### config.mk
export PLATFORM = sky130hd
export DESIGN_NAME = ucb1_arm_selector
export DESIGN_NICKNAME = d
export VERILOG_FILES = /design/src/rtl/ucb1_pkg.sv /design/src/rtl/ucb1_arm_selector.sv /design/src/rtl/ucb1_dpath.sv /design/src/rtl/ucb1_ctrl.sv
export VERILOG_INCLUDE_DIRS = /design/src /design/src/rtl
export SDC_FILE = /design/constraint.sdc
export NUM_CORES = 2
export LEC_CHECK = 0
export ABC_AREA = 1
export BUFFER_PORTS_ARGS = -buffer_cell sky130_fd_sc_hd__clkbuf_2
export CAP_MARGIN = 15
export CORE_ASPECT_RATIO = 1.2
export CORE_UTILIZATION = 35
export DETAILED_ROUTE_END_ITERATION = 10
export GPL_ROUTABILITY_DRIVEN = 0
export PLACE_DENSITY = 0.48
export SYNTH_ARGS = -nofsm -noshare
export SYNTH_HDL_FRONTEND = slang
export SYNTH_HIERARCHICAL = 1
export SYNTH_SLANG_ARGS = --single-unit
### constraint.sdc
create_clock -name clk -period 18.89 [get_ports clk]
set_input_delay 2.8335 -clock clk [delete_from_list [all_inputs] [get_ports clk]]
set_output_delay 2.8335 -clock clk [all_outputs]
set_load 0.02 [all_outputs]
### src/rtl/ucb1_arm_selector_assert.svh
// ---------------------------------------------------------------------------
// ucb1_arm_selector_assert.svh
// Assertion macros used by the ucb1_ctrl sequencer.
// ---------------------------------------------------------------------------
`ifndef UCB1_ARM_SELECTOR_ASSERT_SVH
`define UCB1_ARM_SELECTOR_ASSERT_SVH
`ifndef SYNTHESIS
`define UCB_ASSERT(lbl, prop, msg) \
  lbl: assert property (@(posedge clk) disable iff (!rst_n) prop) else $error(msg);
`define UCB_ASSERT_RST(lbl, prop, msg) \
  lbl: assert property (@(posedge clk) prop) else $error(msg);
`else
`define UCB_ASSERT(lbl, prop, msg)
`define UCB_ASSERT_RST(lbl, prop, msg)
`endif
`endif

### src/rtl/ucb1_pkg.sv
// ---------------------------------------------------------------------------
// ucb1_pkg
// Types and fixed constants of the UCB1 arm selector.
// ---------------------------------------------------------------------------
package ucb1_pkg;

  localparam int TOTAL_W    = 19;
  localparam int FRAC_W     = 16;
  localparam int LOG_W      = 21;
  localparam int Y_W        = 31;
  localparam int TWOLN_W    = 22;
  localparam int SCORE_W    = 20;
  localparam int SQ_STEPS   = 19;
  localparam int SQ_IN_W    = 2 * SQ_STEPS;
  localparam int ROOT_W     = SQ_STEPS;
  localparam int SQ_REM_W   = 21;
  localparam int IDX_W      = 5;
  localparam int STEP_W     = 6;
  localparam int MASK_W     = 8;
  localparam int LOG_STEPS  = 16;

  localparam logic [16:0]        TWO_LN2_Q16 = 17'd90852;
  localparam logic [SCORE_W-1:0] SCORE_MAX   = 20'hFFFFF;
  localparam logic [TOTAL_W-1:0] TOTAL_MAX   = 19'h7FFFF;

  // request codes
  localparam logic [1:0] REQ_SELECT = 2'd0;
  localparam logic [1:0] REQ_RECORD = 2'd1;
  localparam logic [1:0] REQ_CLEAR  = 2'd2;
  localparam logic [1:0] REQ_RSVD   = 2'd3;

  typedef enum logic [3:0] {
    OP_NONE,
    OP_RECORD,
    OP_CLEAR,
    OP_CHECK,
    OP_LOG_INIT,
    OP_LOG_STEP,
    OP_TWOLN,
    OP_DIV_MEAN,
    OP_DIV_BONUS,
    OP_DIV_STEP,
    OP_SQRT_INIT,
    OP_SQRT_STEP,
    OP_SCORE
  } dp_op_t;

  typedef struct packed {
    dp_op_t            op;
    logic [IDX_W-1:0]  idx;
    logic [STEP_W-1:0] step;
    logic [2:0]        arm;
    logic              success;
  } dp_cmd_t;

  typedef struct packed {
    logic arm_en;  // current scan arm is enabled
    logic stop;    // select settled without scoring
  } dp_sts_t;

endpackage

### src/rtl/ucb1_arm_selector.sv
// ---------------------------------------------------------------------------
// ucb1_arm_selector
// UCB1 bandit arm selection with per-arm success and pull counters.
// ---------------------------------------------------------------------------
// Sequence: record and clear hold busy through the ST_RECORD or ST_CLEAR state
//   after acceptance. A select with an unpulled enabled arm (or no enabled arm)
//   goes from ST_CHECK to ST_DONE, which strobes its result; otherwise it runs
//   the log2 steps, then for each enabled arm the two serial divides, the square
//   root and the score. The serial divider is max(COUNT_BITS+16, 38) bits wide.
// Throughput: one transaction at a time; the shared 1-bit/cycle divider and
//   square-root unit set the select time. The receiver cannot stall.
// Reset: synchronous, active low; clears all counts and restores the mask
//   to all arms enabled.
// ---------------------------------------------------------------------------
module ucb1_arm_selector #(
  parameter int NUM_ARMS   = 8,
  parameter int COUNT_BITS = 16
) (
  input  logic                        clk,
  input  logic                        rst_n,
  // configuration: enabled arm mask
  input  logic                        cfg_wr_en,
  input  logic [ucb1_pkg::MASK_W-1:0] cfg_enabled_mask,
  // request transaction
  input  logic                        start,
  output logic                        busy,
  input  logic [1:0]                  in_req_type,
  input  logic [2:0]                  in_arm,
  input  logic                        in_success,
  // result transaction, one-cycle strobe
  output logic                        out_valid,
  output logic [2:0]                  out_chosen_arm,
  output logic                        out_none_enabled
);

  ucb1_pkg::dp_cmd_t cmd;
  ucb1_pkg::dp_sts_t sts;

  // Sequencer: one state per datapath operation; counts log, divide
  // and root iterations and walks the arms in index order.
  ucb1_ctrl #(
    .NUM_ARMS   (NUM_ARMS),
    .COUNT_BITS (COUNT_BITS)
  ) u_ctrl (
    .clk         (clk),
    .rst_n       (rst_n),
    .start       (start),
    .in_req_type (in_req_type),
    .in_arm      (in_arm),
    .in_success  (in_success),
    .sts         (sts),
    .cmd         (cmd),
    .busy        (busy),
    .out_valid   (out_valid)
  );

  // Datapath: counters, Q.16 log2 by repeated squaring, restoring
  // divider, bit-pair square root, saturating score and best tracking.
  // Ties keep the lower arm since only a strictly higher score replaces it.
  ucb1_dpath #(
    .NUM_ARMS   (NUM_ARMS),
    .COUNT_BITS (COUNT_BITS)
  ) u_dpath (
    .clk              (clk),
    .rst_n            (rst_n),
    .cfg_wr_en        (cfg_wr_en),
    .cfg_enabled_mask (cfg_enabled_mask),
    .cmd              (cmd),
    .sts              (sts),
    .chosen_arm       (out_chosen_arm),
    .none_enabled     (out_none_enabled)
  );

endmodule

### src/rtl/ucb1_dpath.sv
// ---------------------------------------------------------------------------
// ucb1_dpath
// Count storage, log2 unit, serial divider, serial square root and scoring.
// ---------------------------------------------------------------------------
module ucb1_dpath #(
  parameter int NUM_ARMS   = 8,
  parameter int COUNT_BITS = 16
) (
  input  logic                            clk,
  input  logic                            rst_n,
  input  logic                            cfg_wr_en,
  input  logic [ucb1_pkg::MASK_W-1:0]     cfg_enabled_mask,
  input  ucb1_pkg::dp_cmd_t               cmd,
  output ucb1_pkg::dp_sts_t               sts,
  output logic [2:0]                      chosen_arm,
  output logic                            none_enabled
);

  localparam int AW     = (NUM_ARMS > 1) ? $clog2(NUM_ARMS) : 1;
  localparam int DIV_W  = (COUNT_BITS + 16 > 38) ? COUNT_BITS + 16 : 38;
  localparam int REM_W  = COUNT_BITS + 1;
  localparam logic [COUNT_BITS-1:0] COUNT_MAX = {COUNT_BITS{1'b1}};

  logic [COUNT_BITS-1:0]             succ_cnt_r [NUM_ARMS];
  logic [COUNT_BITS-1:0]             pull_cnt_r [NUM_ARMS];
  logic [NUM_ARMS-1:0]               pulled_r;
  logic [ucb1_pkg::TOTAL_W-1:0]      total_r;
  logic [ucb1_pkg::MASK_W-1:0]       mask_r;
  logic [ucb1_pkg::Y_W-1:0]          y_r;
  logic [ucb1_pkg::LOG_W-1:0]        log_r;
  logic [ucb1_pkg::TWOLN_W-1:0]      twoln_r;
  logic [DIV_W-1:0]                  dvd_r;
  logic [REM_W-1:0]                  rem_r;
  logic [COUNT_BITS-1:0]             dsr_r;
  logic [ucb1_pkg::SCORE_W-1:0]      mean_r;
  logic [ucb1_pkg::SQ_IN_W-1:0]      sx_r;
  logic [ucb1_pkg::SQ_REM_W-1:0]     srem_r;
  logic [ucb1_pkg::ROOT_W-1:0]       root_r;
  logic [ucb1_pkg::SCORE_W-1:0]      best_r;
  logic [AW-1:0]                     pick_r;
  logic                              found_r;

  logic [NUM_ARMS-1:0]               mask_en;
  logic [NUM_ARMS-1:0]               unpulled;
  logic [AW-1:0]                     first_unp;
  logic [AW-1:0]                     rd_a;
  logic [COUNT_BITS-1:0]             succ_rd;
  logic [COUNT_BITS-1:0]             pull_rd;
  logic                              rec_hit;
  logic [ucb1_pkg::TOTAL_W-1:0]      k;
  logic [4:0]                        e;
  logic [2*ucb1_pkg::Y_W-1:0]        sq;
  logic [31:0]                       sq_t;
  logic [37:0]                       ln_prod;
  logic [REM_W-1:0]                  rem_sh;
  logic [ucb1_pkg::SQ_REM_W-1:0]     s_sh;
  logic [ucb1_pkg::SQ_REM_W-1:0]     s_trial;
  logic [ucb1_pkg::SCORE_W:0]        sum;
  logic [ucb1_pkg::SCORE_W-1:0]      score;
  logic [3:0]                        log_bit;

  always_comb begin
    for (int i = 0; i < NUM_ARMS; i++) begin
      mask_en[i] = (i < ucb1_pkg::MASK_W) ? mask_r[i % ucb1_pkg::MASK_W] : 1'b0;
    end
    unpulled  = mask_en & ~pulled_r;
    first_unp = '0;
    for (int i = NUM_ARMS - 1; i >= 0; i--) begin
      if (unpulled[i]) first_unp = AW'(i);
    end
  end

  assign rec_hit = ({3'b000, cmd.arm} < 6'(NUM_ARMS));
  assign rd_a    = (cmd.op == ucb1_pkg::OP_RECORD) ? AW'(cmd.arm) : cmd.idx[AW-1:0];
  assign succ_rd = succ_cnt_r[rd_a];
  assign pull_rd = pull_cnt_r[rd_a];

  assign sts.arm_en = mask_en[cmd.idx[AW-1:0]];
  assign sts.stop   = (|unpulled) || (mask_en == '0);

  // log2 front end: k = max(1, total), e = top set bit
  always_comb begin
    k = (total_r == '0) ? ucb1_pkg::TOTAL_W'(1) : total_r;
    e = '0;
    for (int b = 0; b < ucb1_pkg::TOTAL_W; b++) begin
      if (k[b]) e = 5'(b);
    end
  end

  assign sq      = y_r * y_r;
  assign sq_t    = sq[61:30];
  assign log_bit = 4'(6'd15 - cmd.step);
  assign ln_prod = log_r * ucb1_pkg::TWO_LN2_Q16;
  assign rem_sh  = {rem_r[REM_W-2:0], dvd_r[DIV_W-1]};
  assign s_sh    = {srem_r[ucb1_pkg::SQ_REM_W-3:0], sx_r[ucb1_pkg::SQ_IN_W-1 -: 2]};
  assign s_trial = {root_r, 2'b01};
  assign sum     = {1'b0, mean_r} + (ucb1_pkg::SCORE_W + 1)'(root_r);
  assign score   = (sum > {1'b0, ucb1_pkg::SCORE_MAX}) ? ucb1_pkg::SCORE_MAX
                                                       : sum[ucb1_pkg::SCORE_W-1:0];

  // control state: counts, mask, pick
  always_ff @(posedge clk) begin
    if (!rst_n) begin
      for (int i = 0; i < NUM_ARMS; i++) begin
        succ_cnt_r[i] <= '0;
        pull_cnt_r[i] <= '0;
      end
      pulled_r <= '0;
      total_r  <= '0;
      mask_r   <= 8'hFF;
      found_r  <= 1'b0;
      pick_r   <= '0;
    end else begin
      if (cfg_wr_en) mask_r <= cfg_enabled_mask;
      case (cmd.op)
        ucb1_pkg::OP_RECORD: begin
          if (rec_hit) begin
            if (pull_rd != COUNT_MAX) pull_cnt_r[rd_a] <= pull_rd + 1'b1;
            if (cmd.success && succ_rd != COUNT_MAX) succ_cnt_r[rd_a] <= succ_rd + 1'b1;
            if (total_r != ucb1_pkg::TOTAL_MAX) total_r <= total_r + 1'b1;
            pulled_r[rd_a] <= 1'b1;
          end
        end
        ucb1_pkg::OP_CLEAR: begin
          for (int i = 0; i < NUM_ARMS; i++) begin
            succ_cnt_r[i] <= '0;
            pull_cnt_r[i] <= '0;
          end
          pulled_r <= '0;
          total_r  <= '0;
        end
        ucb1_pkg::OP_CHECK: begin
          found_r <= |unpulled;
          pick_r  <= first_unp;
        end
        ucb1_pkg::OP_SCORE: begin
          if (!found_r || score > best_r) begin
            found_r <= 1'b1;
            pick_r  <= rd_a;
          end
        end
        default: ;
      endcase
    end
  end

  // arithmetic payload
  always_ff @(posedge clk) begin
    case (cmd.op)
      ucb1_pkg::OP_LOG_INIT: begin
        y_r   <= ucb1_pkg::Y_W'(k) << (5'd30 - e);
        log_r <= {e, 16'h0000};
      end
      ucb1_pkg::OP_LOG_STEP: begin
        if (sq_t[31]) begin
          y_r            <= sq_t[31:1];
          log_r[log_bit] <= 1'b1;
        end else begin
          y_r <= sq_t[30:0];
        end
      end
      ucb1_pkg::OP_TWOLN: twoln_r <= ln_prod[37:16];
      ucb1_pkg::OP_DIV_MEAN: begin
        dvd_r <= DIV_W'({succ_rd, 16'h0000});
        dsr_r <= (pull_rd == '0) ? COUNT_BITS'(1) : pull_rd;
        rem_r <= '0;
      end
      ucb1_pkg::OP_DIV_BONUS: begin
        mean_r <= (dvd_r > DIV_W'(ucb1_pkg::SCORE_MAX)) ? ucb1_pkg::SCORE_MAX
                                                        : dvd_r[ucb1_pkg::SCORE_W-1:0];
        dvd_r  <= DIV_W'({twoln_r, 16'h0000});
        rem_r  <= '0;
      end
      ucb1_pkg::OP_DIV_STEP: begin
        if (rem_sh >= {1'b0, dsr_r}) begin
          rem_r <= rem_sh - {1'b0, dsr_r};
          dvd_r <= {dvd_r[DIV_W-2:0], 1'b1};
        end else begin
          rem_r <= rem_sh;
          dvd_r <= {dvd_r[DIV_W-2:0], 1'b0};
        end
      end
      ucb1_pkg::OP_SQRT_INIT: begin
        sx_r   <= dvd_r[ucb1_pkg::SQ_IN_W-1:0];
        srem_r <= '0;
        root_r <= '0;
      end
      ucb1_pkg::OP_SQRT_STEP: begin
        sx_r <= sx_r << 2;
        if (s_sh >= s_trial) begin
          srem_r <= s_sh - s_trial;
          root_r <= {root_r[ucb1_pkg::ROOT_W-2:0], 1'b1};
        end else begin
          srem_r <= s_sh;
          root_r <= {root_r[ucb1_pkg::ROOT_W-2:0], 1'b0};
        end
      end
      ucb1_pkg::OP_SCORE: begin
        if (!found_r || score > best_r) best_r <= score;
      end
      default: ;
    endcase
  end

  assign chosen_arm   = 3'(pick_r);
  assign none_enabled = !found_r;

endmodule

### src/rtl/ucb1_ctrl.sv
// ---------------------------------------------------------------------------
// ucb1_ctrl
// Sequencer: steps the datapath through record, clear and select.
// ---------------------------------------------------------------------------
`include "ucb1_arm_selector_assert.svh"

module ucb1_ctrl #(
  parameter int NUM_ARMS   = 8,
  parameter int COUNT_BITS = 16
) (
  input  logic               clk,
  input  logic               rst_n,
  input  logic               start,
  input  logic [1:0]         in_req_type,
  input  logic [2:0]         in_arm,
  input  logic               in_success,
  input  ucb1_pkg::dp_sts_t  sts,
  output ucb1_pkg::dp_cmd_t  cmd,
  output logic               busy,
  output logic               out_valid
);

  localparam int DIV_W = (COUNT_BITS + 16 > 38) ? COUNT_BITS + 16 : 38;
  localparam logic [ucb1_pkg::STEP_W-1:0] DIV_LAST = ucb1_pkg::STEP_W'(DIV_W - 1);
  localparam logic [ucb1_pkg::STEP_W-1:0] SQ_LAST  = ucb1_pkg::STEP_W'(ucb1_pkg::SQ_STEPS - 1);
  localparam logic [ucb1_pkg::STEP_W-1:0] LOG_LAST = ucb1_pkg::STEP_W'(ucb1_pkg::LOG_STEPS - 1);
  localparam logic [ucb1_pkg::IDX_W-1:0]  IDX_LAST = ucb1_pkg::IDX_W'(NUM_ARMS - 1);

  typedef enum logic [3:0] {
    ST_IDLE, ST_RECORD, ST_CLEAR, ST_CHECK, ST_LOG_INIT, ST_LOG, ST_TWOLN,
    ST_ARM, ST_DIV_M, ST_DIV_B_LOAD, ST_DIV_B, ST_SQ_LOAD, ST_SQ, ST_SCORE, ST_DONE
  } state_t;

  state_t                       state_r, state_nxt;
  logic [ucb1_pkg::IDX_W-1:0]   idx_r, idx_nxt;
  logic [ucb1_pkg::STEP_W-1:0]  step_r, step_nxt;
  logic [2:0]                   arm_r, arm_nxt;
  logic                         succ_r, succ_nxt;
  logic                         last_arm;

  assign last_arm = (idx_r == IDX_LAST);

  always_comb begin
    state_nxt = state_r;
    idx_nxt   = idx_r;
    step_nxt  = step_r;
    arm_nxt   = arm_r;
    succ_nxt  = succ_r;
    case (state_r)
      ST_IDLE: begin
        if (start) begin
          arm_nxt  = in_arm;
          succ_nxt = in_success;
          case (in_req_type)
            ucb1_pkg::REQ_SELECT: state_nxt = ST_CHECK;
            ucb1_pkg::REQ_RECORD: state_nxt = ST_RECORD;
            ucb1_pkg::REQ_CLEAR:  state_nxt = ST_CLEAR;
            default:              state_nxt = ST_IDLE;
          endcase
        end
      end
      ST_RECORD, ST_CLEAR: state_nxt = ST_IDLE;
      ST_CHECK:    state_nxt = sts.stop ? ST_DONE : ST_LOG_INIT;
      ST_LOG_INIT: begin
        state_nxt = ST_LOG;
        step_nxt  = '0;
      end
      ST_LOG: begin
        step_nxt = step_r + 1'b1;
        if (step_r == LOG_LAST) state_nxt = ST_TWOLN;
      end
      ST_TWOLN: begin
        state_nxt = ST_ARM;
        idx_nxt   = '0;
      end
      ST_ARM: begin
        step_nxt = '0;
        if (sts.arm_en) begin
          state_nxt = ST_DIV_M;
        end else if (last_arm) begin
          state_nxt = ST_DONE;
        end else begin
          idx_nxt = idx_r + 1'b1;
        end
      end
      ST_DIV_M: begin
        step_nxt = step_r + 1'b1;
        if (step_r == DIV_LAST) state_nxt = ST_DIV_B_LOAD;
      end
      ST_DIV_B_LOAD: begin
        state_nxt = ST_DIV_B;
        step_nxt  = '0;
      end
      ST_DIV_B: begin
        step_nxt = step_r + 1'b1;
        if (step_r == DIV_LAST) state_nxt = ST_SQ_LOAD;
      end
      ST_SQ_LOAD: begin
        state_nxt = ST_SQ;
        step_nxt  = '0;
      end
      ST_SQ: begin
        step_nxt = step_r + 1'b1;
        if (step_r == SQ_LAST) state_nxt = ST_SCORE;
      end
      ST_SCORE: begin
        if (last_arm) begin
          state_nxt = ST_DONE;
        end else begin
          state_nxt = ST_ARM;
          idx_nxt   = idx_r + 1'b1;
        end
      end
      ST_DONE: state_nxt = ST_IDLE;
      default: state_nxt = ST_IDLE;
    endcase
  end

  always_ff @(posedge clk) begin
    if (!rst_n) begin
      state_r <= ST_IDLE;
      idx_r   <= '0;
      step_r  <= '0;
      arm_r   <= '0;
      succ_r  <= 1'b0;
    end else begin
      state_r <= state_nxt;
      idx_r   <= idx_nxt;
      step_r  <= step_nxt;
      arm_r   <= arm_nxt;
      succ_r  <= succ_nxt;
    end
  end

  always_comb begin
    cmd.idx     = idx_r;
    cmd.step    = step_r;
    cmd.arm     = arm_r;
    cmd.success = succ_r;
    case (state_r)
      ST_RECORD:     cmd.op = ucb1_pkg::OP_RECORD;
      ST_CLEAR:      cmd.op = ucb1_pkg::OP_CLEAR;
      ST_CHECK:      cmd.op = ucb1_pkg::OP_CHECK;
      ST_LOG_INIT:   cmd.op = ucb1_pkg::OP_LOG_INIT;
      ST_LOG:        cmd.op = ucb1_pkg::OP_LOG_STEP;
      ST_TWOLN:      cmd.op = ucb1_pkg::OP_TWOLN;
      ST_ARM:        cmd.op = sts.arm_en ? ucb1_pkg::OP_DIV_MEAN : ucb1_pkg::OP_NONE;
      ST_DIV_M:      cmd.op = ucb1_pkg::OP_DIV_STEP;
      ST_DIV_B_LOAD: cmd.op = ucb1_pkg::OP_DIV_BONUS;
      ST_DIV_B:      cmd.op = ucb1_pkg::OP_DIV_STEP;
      ST_SQ_LOAD:    cmd.op = ucb1_pkg::OP_SQRT_INIT;
      ST_SQ:         cmd.op = ucb1_pkg::OP_SQRT_STEP;
      ST_SCORE:      cmd.op = ucb1_pkg::OP_SCORE;
      default:       cmd.op = ucb1_pkg::OP_NONE;
    endcase
  end

  assign busy      = (state_r != ST_IDLE);
  assign out_valid = (state_r == ST_DONE);

  `UCB_ASSERT(a_strobe_single, out_valid |=> !out_valid, "result strobe longer than one cycle")
  `UCB_ASSERT(a_accept_busy, (start && !busy && in_req_type != ucb1_pkg::REQ_RSVD) |=> busy, "accepted transaction did not raise busy")
  `UCB_ASSERT(a_log_range, (state_r == ST_LOG) |-> (step_r <= LOG_LAST), "log step counter overran")
  `UCB_ASSERT(a_scan_range, (state_r == ST_ARM) |-> (idx_r <= IDX_LAST), "arm scan index out of range")
  `UCB_ASSERT_RST(a_reset_idle, !rst_n |=> !busy, "not idle after reset")

endmodule
==> results.toml <==
[run_status]
status = "complete, no violations"

[critical_path]
crit_path_end_kind = "flop"
crit_required_ns = 19.21
reg2regPathDepth = 30
start_kind = "flop"
cp_max_fo = 16
path_class = "flop to flop"
crit_arrival_ns = 9.82
critical-path-max-stage-delay_ns = 1.00
crit_top_cell = "fa_1"
cp_slowest_cell = "edfxtp_1"
r2r-start = "u_dpath/y_r[24]"
crit_start = "u_dpath/y_r[24]"

[global_routing]
grt_usage_pct = 19.1
gr-total-overflow = 0
grt_max_degree = 88
grt_pass1_vias = 46800
antenna_found_initial = 1
grt_pass1_wl_um = 265000

[synthesis]
synth_cells = 6730
synth_edf_count = 516
synthesis.nets = 8098
yosysSeqAreaShare_pct = 27.0
synth-async-reset-ratio_pct = 0
ys_warn_count = 6
yosysUniqueCellTypes = 74
syn_area_per_cell_sq_um = 9.15
ys.flop_type = "edfxtp_1"
syn-cell-area_sq_mm = 0.0616
ys_ff_latch = 574

[detailed_routing]
vias = 43600
wl_um = 165000
vias_per_cell = 4.83
wl_per_cell_um = 18.3
post-route-drc-count = 0
drt_first_pass_iters = 5
drtAntennaViolNets = 0
drt_iter0_drc = 2729

[clock_tree]
cts_hold_buf = 0
insertion_delay_ns = 0.64
cts_tree = "yes"
htreeDepth = 3
cts_made_buffers = 69
clockRootBuffer = "clkbuf_16"
cts_resized = 0
post-cts-setup-buffers = 0
path_clk_slew_ns = 0.06
clock_sinks = 574
cts.path.max_buffers = 3

[sta]
period_share_pct = 50.3
setup_violations = 0
hold_violations = 0
fin_setup_tns_ns = 0
clock_skew_ns = 0.0248
maxSlewViolCount = 0
clock.fmax_ghz = 0.105
slew_headroom_pct = 24.0
post-route-min-period_ns = 9.50
grt_setup_unrepaired = "false"
tightest_slew_ns = 1.14

[die]
start_util_pct = 35.3
die-area_sq_mm = 0.178
rows = 168
io_pins = 24
die_w_um = 385
core_area_sq_mm = 0.175
die_h_um = 461

[worst_hold_path]
hold_start = "u_dpath/pulled_r[2]"
hp-class = "flop to flop"
holdPathStages = 2

[place]
dpl.hpwl_um = 123000
portBuffers = 23

[layout]
drive_above_1_share_pct = 4.24
nNetsFinal = 8048
syn_to_final_growth_pct = 7.81

[flow_run]
maxCapViolCount = 0
-- cell type report --
cell class	count	area [sq um]
multi-input combinational	4232	37500
fill	17800	108000
tap	2295	2870
clock buffer	84	1800
antenna	1	2.50
inverter	1722	6470
timing repair buffer	81	551
sequential	574	16700
clock inverter	34	495
-- worst max-delay path: cells and delay by family, from the launching register on --
family                   cells  cell delay (ns)
AND/OR/NAND/NOR             11             2.46
adder cells (fa/ha/maj)      9             4.40
buffers and inverters        7             0.63
flip-flops                   1             1.00
AO/OA/AOI/OAI                3             0.64
-- cell usage after synthesis, types with 5 or more instances --
master    count  share of area, %
edfxtp_1    516                25
o21ai_0     182               1.5
buf_1        15             0.091
a21o_1       11              0.13
xor2_1       93               1.3
a22oi_1      78              0.95
or2_2        11              0.11
nor4_1       18              0.18
nand3_1     189               1.5
a211oi_1     21              0.26
xnor2_1      62              0.88
a221oi_1     23              0.33
nand2_1    1101               6.7
inv_1      1697                10
o21a_1       11              0.13
o21bai_1     18              0.22
nor3_1       33              0.27
nand4_2       5              0.10
a21oi_1     261               2.1
o221ai_1      7              0.10
ha_1        493                10
clkbuf_1    143              0.87
nand4_1      43              0.44
buf_6        20              0.37
nand2_4       9              0.16
fa_1        857                28
buf_2        12             0.098
a21boi_0      5             0.061
nand2_2      12              0.12
nand3_2      10              0.16
o211ai_1     13              0.16
inv_2        18              0.11
a22o_1       15              0.21
dfxtp_1      58               1.9
nor2_1      545               3.3
a31oi_1      33              0.34
buf_4        12              0.15
-- worst paths after layout --
path,end,slack [ns]
worst max-delay path,u_dpath/log_r[4],9.39
worst min register to register,u_dpath/pulled_r[2],0.47
worst min-delay path,u_dpath/pulled_r[2],0.47
worst max register to register,u_dpath/log_r[4],9.39
-- cell families (layout without fill, tap and decap cells) --
kind of cell | after synthesis | count (layout) | share of synthesized area [%]
buffers and inverters | 1924 | 1921 | 12.1
adder cells (fa/ha/maj) | 1350 | 1350 | 37.9
flip-flops | 574 | 574 | 27.0
AO/OA/AOI/OAI | 724 | 724 | 7.25
XOR/XNOR | 155 | 155 | 2.20
other | 1 | 2 | 0.00609
AND/OR/NAND/NOR | 2002 | 2002 | 13.5
-- per-layer routing --
layer | track usage (%) | vias to the layer above | share of wire, %
li1 | - | 20700 | -
met1 | 25.4 | 21800 | 44
met2 | 34.0 | 869 | 50
met3 | 1.89 | 159 | 4.0
met4 | 3.27 | 2 | 1.5
met5 | 0 | - | 0.0079
-- stage by stage --
step	area (sq um)	setup slack (ns)	utilization (%)	hold WS, ns	std cells
global route	66400	8.89	38.0	0.493	9022
floorplan	61600	10.42	-	0.433	6730
CTS	66400	9.38	38.0	0.470	9022
finish	66400	9.39	38.0	0.466	9023
detailed placement	64100	9.42	36.7	0.462	8904
global placement	64100	9.64	36.7	0.453	8904
-- sequential cells by signal, summed over array words and instances (netlist names), 6 cells and up --
| signal | flops |
|---|---|
| u_dpath/dsr_r | 16 |
| u_dpath/log_r | 21 |
| u_dpath/y_r | 31 |
| u_dpath/succ_cnt_r | 128 |
| u_dpath/dvd_r | 38 |
| u_dpath/total_r | 19 |
| u_dpath/twoln_r | 22 |
| u_dpath/srem_r | 19 |
| u_dpath/rem_r | 16 |
| u_dpath/mask_en | 8 |
| u_dpath/pulled_r | 8 |
| u_dpath/pull_cnt_r | 128 |
| u_dpath/mean_r | 20 |
| u_dpath/best_r | 20 |
| u_dpath/root_r | 19 |
| u_dpath/sx_r | 38 |
| u_ctrl/step_r | 6 |
-- layout by cell type, fill, tap and decap left out, drive strengths merged, types with 4 or more instances in the layout --
cell type  instances
nor4              19
and3               4
o21ai            187
o22a               4
xor2              93
o21a              11
nor2             554
a21o              11
o211ai            13
a31oi             33
nand4             48
a21boi             5
bufinv             8
xnor2             62
edfxtp           516
o22ai              4
a211oi            21
dfxtp             58
clkinvlp           4
nand3            199
a22oi             79
nand3b             4
buf               58
o21bai            18
a21oi            264
or2               12
inv             1718
fa               857
ha               493
a22o              15
o31ai              4
a221oi            27
nand2           1123
o2bb2ai            4
clkbuf           107
o221ai             7
clkinv            26
nor3              35
Power is left out: the tool's default activity adds up to more than one toggle a clock period on the data nets, which glitch-free logic cannot reach.
